### config.mk
export PLATFORM = sky130hd
export DESIGN_NAME = servo_move_animator_flat
export DESIGN_NICKNAME = d
export VERILOG_FILES = /design/src/hw/rtl/sma_pkg.sv /design/src/hw/rtl/sma_if.sv /design/src/hw/rtl/servo_move_animator.sv /design/src/hw/rtl/sma_ctrl.sv /design/src/hw/rtl/sma_datapath.sv /design/src/flat_wrapper.sv
export SDC_FILE = /design/constraint.sdc
export NUM_CORES = 2
export LEC_CHECK = 0
export BUFFER_PORTS_ARGS = -buffer_cell sky130_fd_sc_hd__buf_2
export CORE_UTILIZATION = 45
export CTS_CLUSTER_DIAMETER = 60
export DETAILED_ROUTE_END_ITERATION = 10
export GPL_TIMING_DRIVEN = 0
export SLEW_MARGIN = 20
export SYNTH_ARGS = -nofsm -noshare
export SYNTH_HDL_FRONTEND = slang
export SYNTH_HIERARCHICAL = 1
export SYNTH_SLANG_ARGS = --single-unit
### constraint.sdc
create_clock -name clk -period 18.3 [get_ports clk]
set_input_delay 3.66 -clock clk [delete_from_list [all_inputs] [get_ports clk]]
set_output_delay 3.66 -clock clk [all_outputs]
set_load 0.005 [all_outputs]
### src/hw/rtl/sma_pkg.sv
// ============================================================================
// sma_pkg: shared types and constants of the servo move animator
// Field widths, table geometry, command codes and the controller/datapath
// command and status groups.
// ============================================================================
`default_nettype none

package sma_pkg;

    // Number of servo channels with a move table entry.
    localparam int NUM_CHANNELS = 16;

    // Field widths.
    localparam int CH_W    = 4;
    localparam int POS_W   = 12;
    localparam int STEPS_W = 16;
    localparam int IDX_W   = STEPS_W + 1;
    localparam int CATCH_W = 8;

    // Only channels that the channel field can address get a table entry.
    localparam int TBL_DEPTH = (NUM_CHANNELS < (2 ** CH_W)) ? NUM_CHANNELS : (2 ** CH_W);
    localparam int TBL_IDX_W = (TBL_DEPTH > 1) ? $clog2(TBL_DEPTH) : 1;

    // Register reset value.
    localparam logic [CATCH_W-1:0] CATCHUP_RESET = CATCH_W'(5);

    // Interpolation: |step * (end - start)| fits in STEPS_W + POS_W bits.
    localparam int PROD_W    = STEPS_W + POS_W;
    localparam int DIV_STEPS = PROD_W;
    localparam int CNT_W     = $clog2(DIV_STEPS);

    // Command codes of an input beat.
    localparam logic CMD_TICK  = 1'b0;
    localparam logic CMD_START = 1'b1;

    // Controller states.
    typedef enum logic [4:0] {
        S_IDLE = 5'b00001,
        S_EVAL = 5'b00010,
        S_MUL  = 5'b00100,
        S_DIV  = 5'b01000,
        S_WB   = 5'b10000
    } state_t;

    // Commands from the controller to the datapath.
    typedef struct packed {
        logic latch;     // capture the accepted input beat
        logic eval;      // look up the channel, decide the step, load a start
        logic mul;       // form the interpolation product, arm the divider
        logic div_step;  // one restoring division step
        logic wb;        // write the table back and load the result register
    } ctrl_cmd_t;

    // Status from the datapath to the controller.
    typedef struct packed {
        logic is_start;  // latched beat is a start command
        logic ch_ok;     // latched channel has a table entry
        logic interp;    // tick needs a new interpolated position
        logic div_last;  // divider is on its final step
        logic out_free;  // result register can take a new beat
    } dp_status_t;

endpackage

`default_nettype wire

### src/hw/rtl/sma_if.sv
// ============================================================================
// sma_if: channel interfaces of the servo move animator
// Input item channel, result channel and configuration write channel, each
// with valid/ready and a source and a sink modport.
// ============================================================================
`default_nettype none

interface sma_item_if;
    logic                       valid;
    logic                       ready;
    logic                       command;
    logic [sma_pkg::CH_W-1:0]    channel;
    logic [sma_pkg::POS_W-1:0]   from_position;
    logic [sma_pkg::POS_W-1:0]   to_position;
    logic [sma_pkg::STEPS_W-1:0] step_count;
    logic                       use_alt_driver;

    modport source (
        output valid, command, channel, from_position, to_position, step_count,
               use_alt_driver,
        input  ready
    );
    modport sink (
        input  valid, command, channel, from_position, to_position, step_count,
               use_alt_driver,
        output ready
    );
endinterface

interface sma_result_if;
    logic                     valid;
    logic                     ready;
    logic [sma_pkg::CH_W-1:0]  out_channel;
    logic [sma_pkg::POS_W-1:0] position;
    logic                     write_strobe;
    logic                     alt_driver;
    logic                     active;

    modport source (
        output valid, out_channel, position, write_strobe, alt_driver, active,
        input  ready
    );
    modport sink (
        input  valid, out_channel, position, write_strobe, alt_driver, active,
        output ready
    );
endinterface

interface sma_cfg_if;
    logic                       valid;
    logic                       ready;
    logic [sma_pkg::CATCH_W-1:0] data;

    modport source (output valid, data, input ready);
    modport sink   (input valid, data, output ready);
endinterface

`default_nettype wire

### src/hw/rtl/servo_move_animator.sv
// ============================================================================
// servo_move_animator: per-channel servo move animator
// Start beats load a channel's move; tick beats step it and report the
// channel's position, write strobe, driver select and busy bit.
// ============================================================================
// Usage:
// An input beat on items carries a command, a channel and the move fields.
// A start beat loads the channel's move and gives no result; items.ready is
// high again once the table entry is loaded. A tick beat gives one result
// beat on results. A tick that steps the interpolation goes through lookup,
// a 16x12 multiply, a 28-step restoring divider and write-back; other ticks
// go from lookup straight to write-back, which loads the result register
// and returns to idle. Beats for channels without a table entry are dropped.
// One beat is worked on at a time; items.ready is high only between beats.
// The result register decouples the two sides: a new beat is accepted while
// a result still waits, and the write-back waits if the receiver stalls,
// which adds the stall to that beat's cycles.
// The cfg channel writes catchup_ticks and is always ready; write it only
// while the block is idle. Reset clears the move table (all channels idle)
// and sets catchup_ticks to 5.
// ============================================================================
`default_nettype none

module servo_move_animator (
    input  wire logic     clk,
    input  wire logic     rst_n,
    sma_item_if.sink      items,
    sma_result_if.source  results,
    sma_cfg_if.sink       cfg
);

    sma_pkg::ctrl_cmd_t  cmd;
    sma_pkg::dp_status_t status;
    logic                in_ready;

    assign items.ready = in_ready;
    assign cfg.ready   = 1'b1;

    // Sequencing controller.
    sma_ctrl u_ctrl (
        .clk      (clk),
        .rst_n    (rst_n),
        .in_valid (items.valid),
        .in_ready (in_ready),
        .status   (status),
        .cmd      (cmd)
    );

    // Move table and arithmetic.
    sma_datapath u_datapath (
        .clk          (clk),
        .rst_n        (rst_n),
        .cmd          (cmd),
        .status       (status),
        .in_command   (items.command),
        .in_channel   (items.channel),
        .in_from      (items.from_position),
        .in_to        (items.to_position),
        .in_steps     (items.step_count),
        .in_alt       (items.use_alt_driver),
        .cfg_we       (cfg.valid),
        .cfg_data     (cfg.data),
        .out_ready    (results.ready),
        .out_valid    (results.valid),
        .out_channel  (results.out_channel),
        .out_position (results.position),
        .out_strobe   (results.write_strobe),
        .out_alt      (results.alt_driver),
        .out_active   (results.active)
    );

endmodule

`default_nettype wire

### src/hw/rtl/sma_ctrl.sv
// ============================================================================
// sma_ctrl: sequencing controller of the servo move animator
// Walks one input beat through lookup and, where needed, multiply, division and write-back.
// ============================================================================
`default_nettype none

module sma_ctrl (
    input  wire logic                clk,
    input  wire logic                rst_n,
    input  wire logic                in_valid,
    output logic                     in_ready,
    input  wire sma_pkg::dp_status_t status,
    output sma_pkg::ctrl_cmd_t       cmd
);

    sma_pkg::state_t state_reg;
    sma_pkg::state_t state_next;

    // State register.
    always_ff @(posedge clk or negedge rst_n)
    begin
        if (!rst_n)
        begin
            state_reg <= sma_pkg::S_IDLE;
        end
        else
        begin
            state_reg <= state_next;
        end
    end

    // Next state and datapath commands.
    always_comb
    begin
        state_next   = state_reg;
        cmd          = '0;
        in_ready     = 1'b0;
        case (state_reg)
            sma_pkg::S_IDLE:
            begin
                in_ready = 1'b1;
                if (in_valid)
                begin
                    cmd.latch  = 1'b1;
                    state_next = sma_pkg::S_EVAL;
                end
            end
            sma_pkg::S_EVAL:
            begin
                cmd.eval = 1'b1;
                if (status.is_start || !status.ch_ok)
                begin
                    state_next = sma_pkg::S_IDLE;
                end
                else if (status.interp)
                begin
                    state_next = sma_pkg::S_MUL;
                end
                else
                begin
                    state_next = sma_pkg::S_WB;
                end
            end
            sma_pkg::S_MUL:
            begin
                cmd.mul    = 1'b1;
                state_next = sma_pkg::S_DIV;
            end
            sma_pkg::S_DIV:
            begin
                cmd.div_step = 1'b1;
                if (status.div_last)
                begin
                    state_next = sma_pkg::S_WB;
                end
            end
            sma_pkg::S_WB:
            begin
                if (status.out_free)
                begin
                    cmd.wb     = 1'b1;
                    state_next = sma_pkg::S_IDLE;
                end
            end
            default:
            begin
                state_next = sma_pkg::S_IDLE;
            end
        endcase
    end

    // The divider always follows the multiply.
    a_mul_then_div: assert property (@(posedge clk) disable iff (!rst_n)
        (state_reg == sma_pkg::S_MUL) |=> (state_reg == sma_pkg::S_DIV))
        else $error("multiply not followed by division");

    // A write-back with a free result register returns to idle.
    a_wb_done: assert property (@(posedge clk) disable iff (!rst_n)
        (state_reg == sma_pkg::S_WB && status.out_free) |=> (state_reg == sma_pkg::S_IDLE))
        else $error("write-back did not complete");

endmodule

`default_nettype wire

### src/hw/rtl/sma_datapath.sv
// ============================================================================
// sma_datapath: move table and interpolation datapath
// Holds the per-channel move table, the catch-up register, the step
// decision, a 16x12 multiplier, a restoring divider and the result register.
// ============================================================================
`default_nettype none

module sma_datapath (
    input  wire logic                          clk,
    input  wire logic                          rst_n,
    input  wire sma_pkg::ctrl_cmd_t            cmd,
    output sma_pkg::dp_status_t                status,
    // Input beat payload.
    input  wire logic                          in_command,
    input  wire logic [sma_pkg::CH_W-1:0]      in_channel,
    input  wire logic [sma_pkg::POS_W-1:0]     in_from,
    input  wire logic [sma_pkg::POS_W-1:0]     in_to,
    input  wire logic [sma_pkg::STEPS_W-1:0]   in_steps,
    input  wire logic                          in_alt,
    // Configuration write.
    input  wire logic                          cfg_we,
    input  wire logic [sma_pkg::CATCH_W-1:0]   cfg_data,
    // Result register.
    input  wire logic                          out_ready,
    output logic                               out_valid,
    output logic [sma_pkg::CH_W-1:0]           out_channel,
    output logic [sma_pkg::POS_W-1:0]          out_position,
    output logic                               out_strobe,
    output logic                               out_alt,
    output logic                               out_active
);

    localparam int PW = sma_pkg::POS_W;
    localparam int SW = sma_pkg::STEPS_W;
    localparam int IW = sma_pkg::IDX_W;

    // Move table.
    logic [SW-1:0] tot_reg  [sma_pkg::TBL_DEPTH];
    logic [IW-1:0] idx_reg  [sma_pkg::TBL_DEPTH];
    logic [PW-1:0] spos_reg [sma_pkg::TBL_DEPTH];
    logic [PW-1:0] epos_reg [sma_pkg::TBL_DEPTH];
    logic [PW-1:0] cpos_reg [sma_pkg::TBL_DEPTH];
    logic          alt_reg  [sma_pkg::TBL_DEPTH];

    logic [sma_pkg::CATCH_W-1:0] catchup_reg;

    // Latched input beat.
    logic                       item_cmd_reg;
    logic [sma_pkg::CH_W-1:0]   item_ch_reg;
    logic [PW-1:0]              item_from_reg;
    logic [PW-1:0]              item_to_reg;
    logic [SW-1:0]              item_steps_reg;
    logic                       item_alt_reg;

    // Step decision results.
    logic [IW-1:0]              ev_step_reg;
    logic                       ev_strobe_reg;
    logic                       ev_act_reg;
    logic                       ev_clear_reg;
    logic                       ev_neg_reg;
    logic [PW-1:0]              ev_mag_reg;
    logic [SW-1:0]              ev_n_reg;

    // Divider.
    logic [sma_pkg::PROD_W-1:0] dvd_reg;
    logic [SW-1:0]              rem_reg;
    logic [sma_pkg::CNT_W-1:0]  cnt_reg;

    // Result register.
    logic                       out_valid_reg;
    logic [sma_pkg::CH_W-1:0]   out_ch_reg;
    logic [PW-1:0]              out_pos_reg;
    logic                       out_strobe_reg;
    logic                       out_alt_reg;
    logic                       out_active_reg;

    logic [sma_pkg::TBL_IDX_W-1:0] tidx;
    logic                       ch_ok;
    logic [SW-1:0]              e_n;
    logic [IW-1:0]              e_idx;
    logic [PW-1:0]              e_spos;
    logic [PW-1:0]              e_epos;
    logic [PW-1:0]              e_cpos;
    logic                       e_alt;
    logic                       idle;
    logic [IW-1:0]              si0;
    logic [IW-1:0]              hold;
    logic                       interp;
    logic                       catchup;
    logic                       finish;
    logic [PW:0]                diff;
    logic [PW-1:0]              diff_mag;
    logic [sma_pkg::PROD_W-1:0] product;
    logic [SW:0]                trial_rem;
    logic [SW:0]                trial_sub;
    logic [PW-1:0]              quot;
    logic [PW-1:0]              pos_new;
    logic                       out_free;

    // Table entry of the latched channel.
    assign tidx   = item_ch_reg[sma_pkg::TBL_IDX_W-1:0];
    assign ch_ok  = (32'(item_ch_reg) < 32'(sma_pkg::NUM_CHANNELS));
    assign e_n    = tot_reg[tidx];
    assign e_idx  = idx_reg[tidx];
    assign e_spos = spos_reg[tidx];
    assign e_epos = epos_reg[tidx];
    assign e_cpos = cpos_reg[tidx];
    assign e_alt  = alt_reg[tidx];

    // Step decision: a move with equal ends jumps to its final step.
    always_comb
    begin
        idle = (e_n == '0);
        if (e_idx == '0 && e_spos == e_epos)
        begin
            si0 = {1'b0, e_n} - IW'(1);
        end
        else
        begin
            si0 = e_idx;
        end
        hold     = {1'b0, e_n} + IW'(catchup_reg);
        interp   = !idle && (si0 < {1'b0, e_n});
        catchup  = !idle && !interp && (si0 < hold);
        finish   = !idle && !interp && !catchup && (si0 == hold) && (e_cpos != '0);
        diff     = {1'b0, e_epos} - {1'b0, e_spos};
        diff_mag = diff[PW] ? PW'(-diff) : diff[PW-1:0];
    end

    // Multiplier and one restoring division step.
    assign product   = ev_step_reg[SW-1:0] * ev_mag_reg;
    assign trial_rem = {rem_reg, dvd_reg[sma_pkg::PROD_W-1]};
    assign trial_sub = trial_rem - {1'b0, ev_n_reg};

    // New position: start plus the signed quotient, kept to the field width.
    assign quot    = dvd_reg[PW-1:0];
    assign pos_new = ev_neg_reg ? (e_spos - quot) : (e_spos + quot);

    assign out_free = !out_valid_reg || out_ready;

    // Move table and catch-up register.
    always_ff @(posedge clk or negedge rst_n)
    begin
        if (!rst_n)
        begin
            catchup_reg <= sma_pkg::CATCHUP_RESET;
            for (int i = 0; i < sma_pkg::TBL_DEPTH; i++)
            begin
                tot_reg[i]  <= '0;
                idx_reg[i]  <= '0;
                spos_reg[i] <= '0;
                epos_reg[i] <= '0;
                cpos_reg[i] <= '0;
                alt_reg[i]  <= 1'b0;
            end
        end
        else
        begin
            if (cfg_we)
            begin
                catchup_reg <= cfg_data;
            end
            if (cmd.eval && ch_ok && item_cmd_reg == sma_pkg::CMD_START)
            begin
                spos_reg[tidx] <= item_from_reg;
                epos_reg[tidx] <= item_to_reg;
                tot_reg[tidx]  <= item_steps_reg;
                alt_reg[tidx]  <= item_alt_reg;
                idx_reg[tidx]  <= '0;
            end
            if (cmd.wb)
            begin
                idx_reg[tidx] <= ev_step_reg;
                if (ev_clear_reg)
                begin
                    tot_reg[tidx] <= '0;
                end
                if (ev_strobe_reg)
                begin
                    cpos_reg[tidx] <= pos_new;
                end
            end
        end
    end

    // Input beat capture and step decision registers.
    always_ff @(posedge clk)
    begin
        if (cmd.latch)
        begin
            item_cmd_reg   <= in_command;
            item_ch_reg    <= in_channel;
            item_from_reg  <= in_from;
            item_to_reg    <= in_to;
            item_steps_reg <= in_steps;
            item_alt_reg   <= in_alt;
        end
        if (cmd.eval)
        begin
            ev_step_reg   <= (interp || catchup) ? (si0 + IW'(1)) : si0;
            ev_strobe_reg <= interp;
            ev_act_reg    <= !idle && !finish;
            ev_clear_reg  <= finish;
            ev_neg_reg    <= diff[PW];
            ev_mag_reg    <= diff_mag;
            ev_n_reg      <= e_n;
        end
    end

    // Restoring divider: one quotient bit per cycle, shifted into the dividend.
    always_ff @(posedge clk)
    begin
        if (cmd.mul)
        begin
            dvd_reg <= product;
            rem_reg <= '0;
            cnt_reg <= '0;
        end
        else if (cmd.div_step)
        begin
            cnt_reg <= cnt_reg + sma_pkg::CNT_W'(1);
            if (!trial_sub[SW])
            begin
                rem_reg <= trial_sub[SW-1:0];
                dvd_reg <= {dvd_reg[sma_pkg::PROD_W-2:0], 1'b1};
            end
            else
            begin
                rem_reg <= trial_rem[SW-1:0];
                dvd_reg <= {dvd_reg[sma_pkg::PROD_W-2:0], 1'b0};
            end
        end
    end

    // Result register valid flag.
    always_ff @(posedge clk or negedge rst_n)
    begin
        if (!rst_n)
        begin
            out_valid_reg <= 1'b0;
        end
        else if (cmd.wb)
        begin
            out_valid_reg <= 1'b1;
        end
        else if (out_ready)
        begin
            out_valid_reg <= 1'b0;
        end
    end

    // Result register payload.
    always_ff @(posedge clk)
    begin
        if (cmd.wb)
        begin
            out_ch_reg     <= item_ch_reg;
            out_pos_reg    <= ev_strobe_reg ? pos_new : e_cpos;
            out_strobe_reg <= ev_strobe_reg;
            out_alt_reg    <= e_alt;
            out_active_reg <= ev_act_reg;
        end
    end

    // Status to the controller.
    assign status.is_start = (item_cmd_reg == sma_pkg::CMD_START);
    assign status.ch_ok    = ch_ok;
    assign status.interp   = interp;
    assign status.div_last = (cnt_reg == sma_pkg::CNT_W'(sma_pkg::DIV_STEPS - 1));
    assign status.out_free = out_free;

    assign out_valid    = out_valid_reg;
    assign out_channel  = out_ch_reg;
    assign out_position = out_pos_reg;
    assign out_strobe   = out_strobe_reg;
    assign out_alt      = out_alt_reg;
    assign out_active   = out_active_reg;

    // A pending result is never overwritten.
    a_no_overwrite: assert property (@(posedge clk) disable iff (!rst_n)
        cmd.wb |-> (!out_valid_reg || out_ready))
        else $error("result register overwritten");

    // A written position always belongs to a running move.
    a_strobe_active: assert property (@(posedge clk) disable iff (!rst_n)
        (out_valid_reg && out_strobe_reg) |-> out_active_reg)
        else $error("strobe on an inactive channel");

endmodule

`default_nettype wire
### src/flat_wrapper.sv
// flat-port wrapper written by rule: the top's interface ports become plain ports
module servo_move_animator_flat 
  (clk, rst_n, items_valid, items_command, items_channel, items_from_position, items_to_position, items_step_count, items_use_alt_driver, items_ready, results_valid, results_out_channel, results_position, results_write_strobe, results_alt_driver, results_active, results_ready, cfg_valid, cfg_data, cfg_ready);
  sma_item_if items_i ();
  sma_result_if results_i ();
  sma_cfg_if cfg_i ();
  input  wire logic clk;
  input  wire logic rst_n;
  input wire logic [$bits(items_i.valid)-1:0] items_valid;
  input wire logic [$bits(items_i.command)-1:0] items_command;
  input wire logic [$bits(items_i.channel)-1:0] items_channel;
  input wire logic [$bits(items_i.from_position)-1:0] items_from_position;
  input wire logic [$bits(items_i.to_position)-1:0] items_to_position;
  input wire logic [$bits(items_i.step_count)-1:0] items_step_count;
  input wire logic [$bits(items_i.use_alt_driver)-1:0] items_use_alt_driver;
  output wire logic [$bits(items_i.ready)-1:0] items_ready;
  output wire logic [$bits(results_i.valid)-1:0] results_valid;
  output wire logic [$bits(results_i.out_channel)-1:0] results_out_channel;
  output wire logic [$bits(results_i.position)-1:0] results_position;
  output wire logic [$bits(results_i.write_strobe)-1:0] results_write_strobe;
  output wire logic [$bits(results_i.alt_driver)-1:0] results_alt_driver;
  output wire logic [$bits(results_i.active)-1:0] results_active;
  input wire logic [$bits(results_i.ready)-1:0] results_ready;
  input wire logic [$bits(cfg_i.valid)-1:0] cfg_valid;
  input wire logic [$bits(cfg_i.data)-1:0] cfg_data;
  output wire logic [$bits(cfg_i.ready)-1:0] cfg_ready;
  assign items_i.valid = items_valid;
  assign items_i.command = items_command;
  assign items_i.channel = items_channel;
  assign items_i.from_position = items_from_position;
  assign items_i.to_position = items_to_position;
  assign items_i.step_count = items_step_count;
  assign items_i.use_alt_driver = items_use_alt_driver;
  assign items_ready = items_i.ready;
  assign results_valid = results_i.valid;
  assign results_out_channel = results_i.out_channel;
  assign results_position = results_i.position;
  assign results_write_strobe = results_i.write_strobe;
  assign results_alt_driver = results_i.alt_driver;
  assign results_active = results_i.active;
  assign results_i.ready = results_ready;
  assign cfg_i.valid = cfg_valid;
  assign cfg_i.data = cfg_data;
  assign cfg_ready = cfg_i.ready;
  servo_move_animator u_core (.clk(clk), .rst_n(rst_n), .items(items_i), .results(results_i), .cfg(cfg_i));
endmodule
==> qor.yml <==
critical_path:
  crit_arrival_ps: 13270
  cp_max_fo: 10
  crit_path_top_delay_cell: "buf_1"
  crit_path_frequent_cell: "buf_2"
  start_kind: "flip-flop"
  reg2regPathDepth: 32
  cp.depth: 32
  critPathBufInv: 12
  cp_top_family: "buffers and inverters"
  required_ps: 18960
  path_class: "flip-flop to flip-flop"
  cpPeakStageDelay_ps: 860
  endpoint_kind: "flip-flop"
clock_network:
  clock-sinks: 1297
  clockRootBuffer: "clkbuf_16"
  holdBufCountCts: 0
  htreeDepth: 4
  cts_buffer_depth: 3
  cts_tree: "yes"
  clk_pin_slew_ps: 60
  numCtsBuffers: 154
  post_cts_buffers: 0
  cts_resized: 0
  clock_latency_ps: 790
logic_synthesis:
  synthTopCellsByArea: "dfrtp_1 43%, mux4_2 11%, nand2_1 11%"
  ys_warn_count: 6
  synth_edf_count: 142
  synth_flop_cell: "dfrtp_1"
  ys_seq_area_share_pct: 49.86
  synth.most_common_cell: "nand2_1"
  post_synth.cell_area_avg_um2: 10.57
  async_reset_ff_share_pct: 87.43
  ys_types: 81
  yosysTopAreaCellShare_pct: 42.68
  synth_top_cell_by_area: "dfrtp_1"
  synthesis.nets: 6630
  yosys_register_bits: 1297
  synth_area_um2: 66310
  synthCells: 6276
  yosys-top-cells-count: "1,905 x nand2_1, 1,131 x dfrtp_1, 405 x clkbuf_1, 327 x mux4_2, 313 x a21oi_1"
global_routing:
  grt_pass1_wl_mm: 321.0
  groute.usage.overall_pct: 28.99
  grt_max_degree: 140
  grt_pass1_vias: 49870
  grt_antenna_before_repair: 7
  grt.overflow.total: 0
drt:
  firstDrtPassIters: 7
  dr.first_iter.drc_count: 5374
  ant_nets: 0
  routedWlPerCell_um: 24.74
  vias: 50170
  finalWirelength_mm: 212.2
  drc: 0
  viasPerCell: 5.850
outcome:
  status: "finished clean"
cells_and_area:
  multiInputGateArea_um2: 30350
  drive_above_1_share_pct: 12.64
  final_cell_area_um2: 74860
  largest_reg_flops: 272
  fillers: 13020
  final_cells: 8576
  nets: 6886
  seqCellArea_um2: 33070
  syn_to_final_growth_pct: 12.89
die:
  io_pins: 81
  dieArea_um2: 148900
  dieWidth_um: 385.9
  die_y_um: 385.9
  core_um2: 145900
  start_util_pct: 45.45
  num_rows: 140
sta:
  skew_ps: 32.38
  fmax_ghz: 0.07928
  rsz0062_at_grt: "no"
  finalCritPeriodShare_pct: 68.92
  setup_tns_ps: 0
  slew_viol_final: 0
  slew_headroom_pct: 18.09
  setup_viol: 0
  period_needed_ps: 12610
  finalWorstSetupSlack_ps: 5687
  worst_pin_slew_ps: 1224
  hold_violations: 0
power:
  ir_drop_v: 0.0004373
  power_mw: 16.92
  power.density_nw_per_um2: 226.0
  p_leak_nw: 34.35
place:
  dp_slack_ps: 5941
  place_area_um2: 69650
  portBuffers: 78
  dp_cells: 8293
  place.gp.congestion: 0.9528
  dp_hpwl_mm: 151.6
hold_path:
  hold_class: "flip-flop to flip-flop"
  hold_depth: 0
job:
  maxCapViolCount: 0
## worst reg2reg max path, delay by kind of cell (launching register included)
| family | cells | cell delay, ps |
|---|---|---|
| adder cells (fa/ha/maj) | 2 | 650 |
| AND/OR/NAND/NOR | 9 | 2820 |
| flip-flops | 1 | 360 |
| buffers and inverters | 12 | 5950 |
| AO/OA/AOI/OAI | 7 | 1780 |
| multiplexers | 2 | 980 |
## cell usage in the layout, fill, tap and decap left out, types with 110 or more instances in the layout
cell / netlist / layout
buf_2: 32 / 110
inv_1: 264 / 264
ha_1: 151 / 151
clkbuf_16: 0 / 162
a22o_1: 282 / 282
mux4_2: 327 / 327
a21oi_1: 313 / 313
dfrtp_1: 1131 / 1131
clkbuf_1: 405 / 436
fa_1: 144 / 144
nor2_1: 243 / 231
o21ai_0: 246 / 246
nand2_1: 1905 / 1905
edfxtp_1: 142 / 142
## through the flow
stage / utilization [%] / hold WS, ps
floorplan: - / 400.3
global placement: 47.36 / 406.7
detailed placement: 47.73 / 430.0
CTS: 51.29 / 441.8
global route: 51.29 / 456.3
finish: 51.30 / 441.3
## metal layers
metal	GRT usage, %	share of wire (%)
met2	44.39	45
met3	6.751	8.9
met1	40.15	42
met4	10.91	3.8
met5	0	0.011
## final timing paths
kind	from	endpoint	slack [ps]
worst max register to register	u_core/u_datapath/item_ch_reg[1]	u_core/u_ctrl/state_reg[4]	5690
max in group asynchronous	rst_n	u_core/u_datapath/spos_reg[49]	12310
worst max-delay path	u_core/u_datapath/item_ch_reg[1]	u_core/u_ctrl/state_reg[4]	5690
worst min register to register	u_core/u_datapath/ev_act_reg	u_core/u_datapath/out_active	440
min in group asynchronous	rst_n	u_core/u_datapath/catchup_reg[7]	2780
worst min-delay path	u_core/u_datapath/ev_act_reg	u_core/u_datapath/out_active	440
## cells by family (layout without fill, tap and decap cells)
group | count (synthesis) | after routing | share of synthesized area, %
flops | 1297 | 1297 | 49.86
buf+inv | 751 | 1130 | 4.487
xor+xnor | 112 | 112 | 1.479
simple gates | 2430 | 2430 | 14.89
compound gates | 993 | 993 | 9.829
fa+ha+maj | 295 | 295 | 7.196
other cells | 2 | 6 | 0.01133
mux | 396 | 396 | 12.25
## power by group
part | leakage [nW] | total [mW] | internal (mW) | switching [mW]
registers | 16.0 | 3.92 | 3.58 | 0.341
logic | 15.8 | 9.86 | 4.01 | 5.85
clock network | 2.55 | 3.14 | 1.87 | 1.27
## area by class of cell
type,count,area share [%]
Sequential cell,1297,44.17
Multi-Input combinational cell,4228,40.54
Clock buffer,219,6.009
Tap cell,1917,3.204
Buffer,482,2.634
Inverter,269,1.349
Timing Repair Buffer,100,1.145
Clock inverter,60,0.9360
Antenna cell,4,0.01337
No activity file was read; power rests on OpenSTA's default activity.
